### config.mk
export PLATFORM = sky130hd
export DESIGN_NAME = mfd_ram
export DESIGN_NICKNAME = d
export VERILOG_FILES = /design/src/multichannel_fir_decimator_core_defines.svh /design/src/mfd_ram.sv
export SDC_FILE = /design/constraint.sdc
export NUM_CORES = 1
export LEC_CHECK = 0
export BUFFER_PORTS_ARGS = -buffer_cell sky130_fd_sc_hd__buf_2
export CORE_MARGIN = 3
export CORE_UTILIZATION = 56
export DETAILED_ROUTE_END_ITERATION = 10
export PLACE_DENSITY = 0.75
export REMOVE_ABC_BUFFERS = 1
export SYNTH_ARGS = -nofsm -noshare
export SYNTH_HDL_FRONTEND = slang
export SYNTH_SLANG_ARGS = --single-unit
### constraint.sdc
create_clock -name i_clk -period 3.15 [get_ports i_clk]
set_input_delay 0.7875 -clock i_clk [delete_from_list [all_inputs] [get_ports i_clk]]
set_output_delay 0.7875 -clock i_clk [all_outputs]
set_load 0.05 [all_outputs]
### src/multichannel_fir_decimator_core_defines.svh
// Assertion macros for the multichannel FIR decimator core.
// Depends on nothing; the including module must provide i_clk and i_rst_n.
`ifndef MULTICHANNEL_FIR_DECIMATOR_CORE_DEFINES_SVH
`define MULTICHANNEL_FIR_DECIMATOR_CORE_DEFINES_SVH

// Same-cycle implication, checked while reset is released.
`define MFD_ASSERT_NOW(label, ante, cons, msg) \
    label: assert property (@(posedge i_clk) disable iff (!i_rst_n) (ante) |-> (cons)) \
        else $error(msg);

// Next-cycle implication, checked while reset is released.
`define MFD_ASSERT_NEXT(label, ante, cons, msg) \
    label: assert property (@(posedge i_clk) disable iff (!i_rst_n) (ante) |=> (cons)) \
        else $error(msg);

`endif

### src/mfd_ram.sv
// Simple dual-port synchronous RAM, one write and one registered read port.
// Depends on nothing; instantiated for the sample history and coefficients.
`timescale 1ns / 1ps

module mfd_ram #(
    parameter int WIDTH = 24,
    parameter int DEPTH = 64
) (
    input  logic                     i_clk,
    input  logic                     i_we,
    input  logic [$clog2(DEPTH)-1:0] i_waddr,
    input  logic [WIDTH-1:0]         i_wdata,
    input  logic [$clog2(DEPTH)-1:0] i_raddr,
    output logic [WIDTH-1:0]         o_rdata
);

    logic [WIDTH-1:0] r_mem [DEPTH];
    logic [WIDTH-1:0] r_rdata;

    always_ff @(posedge i_clk) begin
        if (i_we) begin
            r_mem[i_waddr] <= i_wdata;
        end
        r_rdata <= r_mem[i_raddr];
    end

    assign o_rdata = r_rdata;

endmodule

# Word-level counts from Yosys, hierarchy flattened

Memory sizes are Yosys's and may differ from the RTL's. A register that Yosys moved wholly into a read port is not among the register bits.
Cells that the tools add are included.
W data, S select, Z words.

Memories kept: 1
Output and inout bits: 24
Bits in registers: 0
RAM bits: 1536
Word-level logic and storage cells: 3

Memory list:

| memory | depth | width | read ports | clocked after Yosys merged registers in | write ports | line          | text |
|---|---|---|---|---|---|---|---|
| r_mem  | 64    | 24    | 1          | 1                                       | 1           | mfd_ram.sv:17 | `logic [WIDTH-1:0] r_mem [DEPTH];` |

Mux-type cells: 2

Operators with widths:

| operator | count |
|---|---|
| $mux W1  | 2 |

# Logic depth before layout (Yosys ltp)

Gate-level depths: netlist of the first run.

Depth in word-level cells: 2
Depth in mapped cells: 9

# Worst setup path before layout of the first run

No wires, ideal clock.

Path kind: input-to-reg
Start point: input i_waddr[3]
End point: memory r_mem[48][0] (enable)
Library setup time: 0.435 ns
Data required time: 2.715 ns
Path buffers: 1
Arrival time: 2.950 ns
Cell stages on the path: 4
Slack: -0.235 ns
Cell sequence: clkbuf_1 > nor2b_1 > nand4b_1 > nor3_1

RTL lines:

| element         | line          | text |
|---|---|---|
| start, declared | mfd_ram.sv:11 | `input logic [$clog2(DEPTH)-1:0] i_waddr,` |
| end, declared   | mfd_ram.sv:17 |  |

Straight into the memory's write port.

==> metrics, run 1 <==
run status finished clean; Die Y 331 um; Hold WS between 0.4 and 0.5 ns; Cells after Synth roughly 2600; MaxCap Viol Count 0; yosys warns 0; fin area 0.0679 mm^2; grt total ovfl 0; placed cell area 0.0631 mm^2; Core Util, Final between 60% and 70%; gpl congestion ~0.85; CP startpoint kind input port; number of remaining DRC errors 0; Setup violations, final 0; Post-synth top cells 1536 x edfxtp_1, 355 x mux4_2, 95 x mux2i_1; full die area between 0.1 and 0.15 mm^2; RSZ-0062 raised after global routing false; setup_tns 0 ns; Crit-path slowest cell a221oi_1; largest net degree at the start of global routing 65; area grow syn2layout 14.5%; CTS sink cnt 1560; total routed wirelength 147 mm; via-per-instance ratio 6.75; setup ws final 0.719 ns; most common cell in the netlist edfxtp_1; hold-critical path depth 1; Least-Margin Pin Slew 1.23 ns; Final nets 2930; CP dominant cell by count buf_4; Die Width 331 um; Routed Antenna Nets 0; fill count 6451; PortBufs 61; root buffer cell clkbuf_16; CP Max Fanout 23; Tmin final 2.43 ns; CTS Buf Count between 100 and 150; Synth top area share 77.8%; Yosys top cell by area edfxtp_1; Initial Util a little under three fifths; met3 usage around 5.8%; DR pass1 iterations 6; sequential element share of the synthesized area 78.6%; fin. max-slew vios 0; pwr/cell area 631 mW/mm^2; boundary pin count 62; Post-Synthesis Cell Area 0.0593 mm^2; initial DRC count 4043; Max Root-Sink Buffers 3; # hold bufs at CTS 0; Leak 21.6 nW; Core ar. 0.104 mm^2; met1 usage 38.2%; slowest stage delay, CP 0.70 ns; post_cts resized 0; Worst Path Required 3.84 ns; Post-CTS Setup Bufs 0; first-pass GRT wire length 215 mm; clk slew on worst S/H paths roughly 0.060 ns; placed cells between 4000 and 5000; Avg Inst Size Synth 22.7 um^2; Tot Pwr 42.9 mW; Setup Skew 0.0287 ns; Cell Chain, Critical Path buf_2 -> buf_4 -> or2_2 -> buf_4 -> o22ai_1 -> a221oi_1 -> o21a_1; Hold Crit Class input port to flip-flop; number of H-tree levels 4; top_reg_cell synth edfxtp_1; post-route insts no fill about 4400; post-synth cell types 40; Max Clock Freq 0.411 GHz; layout cell share with drive strength beyond 1 between 30% and 40%; relative slew slack 17.9%; Setup CP Type input port to flip-flop; WL/cell 33.5 um; initial antenna violation count 4; Worst Path Arrival 3.12 ns; # rows roughly 120; #FFs+latches synth 1560; Skew-Pair Late Insertion Delay 0.75 ns; Place WS -0.0490 ns; met2 usage 42.5%; Most Used Layer, Global Route met2; final cycle utilization of the critical path 77.2%; Post-synth EDFFs about 1500; Via Count 29688; Tot GR Track Use 27.1%; vias in the first global route 30153; fraction of registers with async set/reset 0%; main area contributors after synthesis edfxtp_1 78%, mux4_2 13%, mux2i_1 1.6%, mux2_2 1.0%, dfxtp_1 0.81%; Final Hold Viols 0; Peak supply drop 0.466 mV; hpwl dp 86.7 mm; nature of the critical path endpoint flip-flop; CTS tree built; R2R depth 5
area by class of cell:
| class | instances | area, um^2 | area share, % |
|---|---|---|---|
| antenna | 3 | 7.51 | 0.0111 |
| clock buffer | 188 | 4020 | 5.92 |
| sequential | 1560 | 46600 | 68.6 |
| multi-input combinational | 906 | 12100 | 17.8 |
| inverter | 2 | 7.51 | 0.0111 |
| clock inverter | 87 | 759 | 1.12 |
| tap | 1380 | 1730 | 2.54 |
| timing repair buffer | 273 | 2720 | 4.00 |
per-layer routing:
layer / share of wire (%) / routed length, um / up-vias
met5: 0.0088 / 13 / -
met4: 3.4 / 5030 / 2
met3: 11 / 16400 / 291
met2: 48 / 71300 / 2015
met1: 37 / 54400 / 15682
li1: - / - / 11698
kinds of logic (layout without fill, tap and decap cells):
| logic type | Yosys count | count (layout) | share of synthesized area, % |
|---|---|---|---|
| compound gates | 207 | 207 | 2.44 |
| buf+inv | 144 | 550 | 1.31 |
| flops | 1560 | 1560 | 78.6 |
| mux | 503 | 503 | 16.1 |
| other cells | 0 | 3 | 0 |
| simple gates | 196 | 196 | 1.56 |
registers in the layout, indices dropped and copies added (netlist names):
signal	flops
o_rdata	24
r_mem	1536
placed cells by master (no fill, tap or decap), drive strengths merged, types with 3 or more instances in the layout:
| master | synthesis | routed |
|---|---|---|
| clkinv | 1 | 63 |
| o21ai | 18 | 18 |
| and3 | 16 | 16 |
| buf | 97 | 272 |
| and2 | 4 | 4 |
| edfxtp | 1536 | 1536 |
| inv | 1 | 8 |
| clkinvlp | 0 | 7 |
| diode | 0 | 3 |
| o21a | 13 | 13 |
| o22ai | 53 | 53 |
| bufinv | 0 | 11 |
| mux2 | 53 | 53 |
| a22oi | 29 | 29 |
| nand3 | 20 | 20 |
| or2 | 3 | 3 |
| a221o | 4 | 4 |
| mux4 | 355 | 355 |
| dfxtp | 24 | 24 |
| clkbuf | 45 | 189 |
| nand2 | 36 | 36 |
| a221oi | 52 | 52 |
| nor2 | 80 | 80 |
| nand3b | 3 | 3 |
| mux2i | 95 | 95 |
| or3 | 10 | 10 |
| or3b | 3 | 3 |
| a21oi | 22 | 22 |
| nand2b | 6 | 6 |
| a31oi | 13 | 13 |
| nor2b | 9 | 9 |
critical path: cells and delay by family:
kind / cells / cell delay (ns)
buffers and inverters: 3 / 0.91
and+or+nand+nor: 1 / 0.39
AOI/OAI and AO/OA: 3 / 1.01
worst paths after layout:
path / startpoint / end / slack (ns)
max: i_raddr[4] / o_rdata[10] / 0.72
min: i_wdata[19] / r_mem[50][19] / 0.41
min reg2reg: r_mem[38][23] / o_rdata[23] / 0.88
max reg2reg: r_mem[18][8] / o_rdata[8] / 1.02
power breakdown:
group,switching (mW),internal (mW)
clock network,7.49,9.98
logic,1.45,0.870
registers,0.0863,23.0
Power figures use the tool's default switching activity.
==> run 2: changes to the inputs <==
==> constraint.sdc (replaced) <==
create_clock -name i_clk -period 2.1 [get_ports i_clk]
set_input_delay 0.525 -clock i_clk [delete_from_list [all_inputs] [get_ports i_clk]]
set_output_delay 0.525 -clock i_clk [all_outputs]
set_load 0.05 [all_outputs]
==> run 2 against run 1 <==
- the flow now finishes with violations (negative setup slack)
- critical endpoint is now o_rdata[11]
- combinational power is 67% higher
- global-route usage increased by 0.43 points
- sequential share of layout area decreased by 1.9 points
- via count grew 2.7%
- sequential power up 50%
==> metrics, run 2 (synthesis results as in run 1) <==
run status finished with violations; failing checks negative setup slack; via-per-instance ratio 6.72 (-0.49%); max reg flops 1536 (unchanged); Tot GR Track Use 27.5% (+0.43 points); Worst Path Arrival 2.78 ns (-0.34 ns); final cycle utilization of the critical path 100%; number of H-tree levels 4 (unchanged); Worst Path Required 2.77 ns (-1.07 ns); total routed wirelength 150 mm (+2.0%); CP startpoint kind input port; nature of the critical path endpoint flip-flop; gpl congestion 0.863 (+1.4%); NetSw 13.7 mW (+52%); initial antenna violation count 2 (-2); Final nets 3078 (+5.1%); CTS Buf Count 152 (+2.0%); grt total ovfl 0 (unchanged); Hold WS 0.207 ns (-0.203 ns); layout cell share with drive strength beyond 1 35.4% (+3.4 points); Comb power frac 6.0% (+0.6 points); internal power 51.4 mW (+52%); Skew-Pair Late Insertion Delay 0.76 ns (about the same); Via Count 30484 (+2.7%); fin. max-slew vios 0 (unchanged); MaxCap Viol Count 0 (unchanged); PortBufs 61 (unchanged); boundary pin count 62 (unchanged); initial DRC count 4378 (+8.3%); clock group share of total power 41.0% (+0.2 points); Core Util, Final 67.0% (+1.9 points); relative slew slack 11.7% (-6.2 points); vias in the first global route 30938 (+2.6%); CP Max Fanout 20 (-13%); CTS sink cnt 1560 (unchanged); number of remaining DRC errors 0 (unchanged); Tmin final approximately 2.1 ns; most flop-heavy register r_mem; Setup violations, final 1 (+1); first-pass GRT wire length 218 mm (+1.5%); Max Clock Freq 0.475 GHz; setup ws final -0.00380 ns (-0.723 ns); WL/cell 33.1 um (-1.1%); Core ar. 0.104 mm^2 (unchanged); Seq pwr share 53.1% (-0.7 points); Die Y 331 um (unchanged); commonest non-fill, non-tap cell in the layout edfxtp_1; Die Width 331 um (unchanged); Hold Crit Class input port to flip-flop; Max Root-Sink Buffers 3 (unchanged); # rows 118 (unchanged); Setup Skew 0.0333 ns (+0.00462 ns); area grow syn2layout 17.8%; switching part of the total power 21.1% (-0.023 points); CTS tree built; Leak 22.6 nW (+4.7%); largest net degree at the start of global routing 65 (unchanged); Setup CP Type input port to flip-flop; root buffer cell clkbuf_16; Peak supply drop 0.698 mV (+50%); pwr/cell area 933 mW/mm^2 (+48%); commonest non-fill, non-tap cells in the layout 1536 x edfxtp_1, 355 x mux4_2, 239 x buf_4; Tot Pwr 65.2 mW (+52%); full die area 0.110 mm^2 (unchanged); Routed Antenna Nets 0 (unchanged); clk slew on worst S/H paths 0.06 ns (about the same); Initial Util 56.9% (unchanged); Least-Margin Pin Slew 1.32 ns (+0.0923 ns); Final Hold Viols 0 (unchanged); DR pass1 iterations 6 (unchanged); hpwl dp 90.1 mm (+3.9%); RSZ-0062 raised after global routing false
run 2: cell count changes in the layout (fill, tap and decap cells not counted), moves of 3 or more:
cell,change
buf_4,+89
buf_12,+59
clkinv_1,-18
clkbuf_1,+9
clkbuf_8,+7
clkinvlp_4,-7
clkbuf_16,+4
a221oi_1,-3
a221oi_2,+3
buf_2,-3
clkinv_2,+3
run 2: worst max-delay path: stages:
cell	delay [ns]
buf_8	0.13
buf_12	0.16
buf_4	0.16
buf_12	0.17
mux4_2	0.34
mux2i_1	0.06
buf_4	0.16
a221oi_1	0.81
o21a_1	0.21
run 2: per-stage QoR:
stage	std cells	setup slack, ns	TNS, ns	cell area [um^2]
2_1_floorplan	2468	-0.870	-471.72	58500
3_3_place_gp	4266	-0.903	-13.47	65000
3_5_place_dp	4266	-0.913	-14.00	65000
4_1_cts	4538	0.00223	0	69900
5_1_grt	4538	0.00263	0	69900
6_report	4539	-0.00380	-0.00380	69900
run 2: power by group through the flow:
stage               Clock [mW]  Combinational, mW  Sequential, mW
floorplan                    0               1.29            35.4
global placement             0               3.73            35.2
finish                    26.7               3.88            34.6
CTS                       27.0               3.87            34.6
detailed placement           0               3.83            35.2
global route              28.2               4.05            34.6
run 2: cell type report:
cell class / instances / area (um^2)
Sequential cell: 1560 / 46600
Fill cell: 6255 / 34400
Multi-Input combinational cell: 906 / 12100
Timing Repair Buffer: 418 / 4550
Clock buffer: 208 / 4250
Tap cell: 1380 / 1730
Clock inverter: 64 / 624
Inverter: 2 / 7.51
Antenna cell: 1 / 2.50
run 2: path summary, 6_finish.rpt:
| check | start | to | slack (ns) | cells after the start |
|---|---|---|---|---|
| max reg2reg | r_mem[50][7] | o_rdata[7] | 0.08 | 6 |
| min | i_wdata[16] | r_mem[46][16] | 0.21 | 1 |
| max | i_raddr[0] | o_rdata[11] | -0.004 | 9 |
| min reg2reg | r_mem[61][20] | o_rdata[20] | 0.89 | 4 |
run 2: routing by layer:
metal | GRT usage, % | vias to the layer above | wire (um)
met2 | 43.4 | 2044 | 73600
met1 | 38.7 | 16103 | 55400
met3 | 5.48 | 330 | 15600
met5 | 0 | - | 0
met4 | 10.3 | 0 | 5630
li1 | - | 12007 | -
run 2: repair_timing:
| item | in CTS | in global routing |
|---|---|---|
| hold buffers | 0 | 0 |
| endpoints found under the setup margin | 5 | 2 |
| resized for setup | 6 | 2 |
| setup buffers | 0 | 0 |
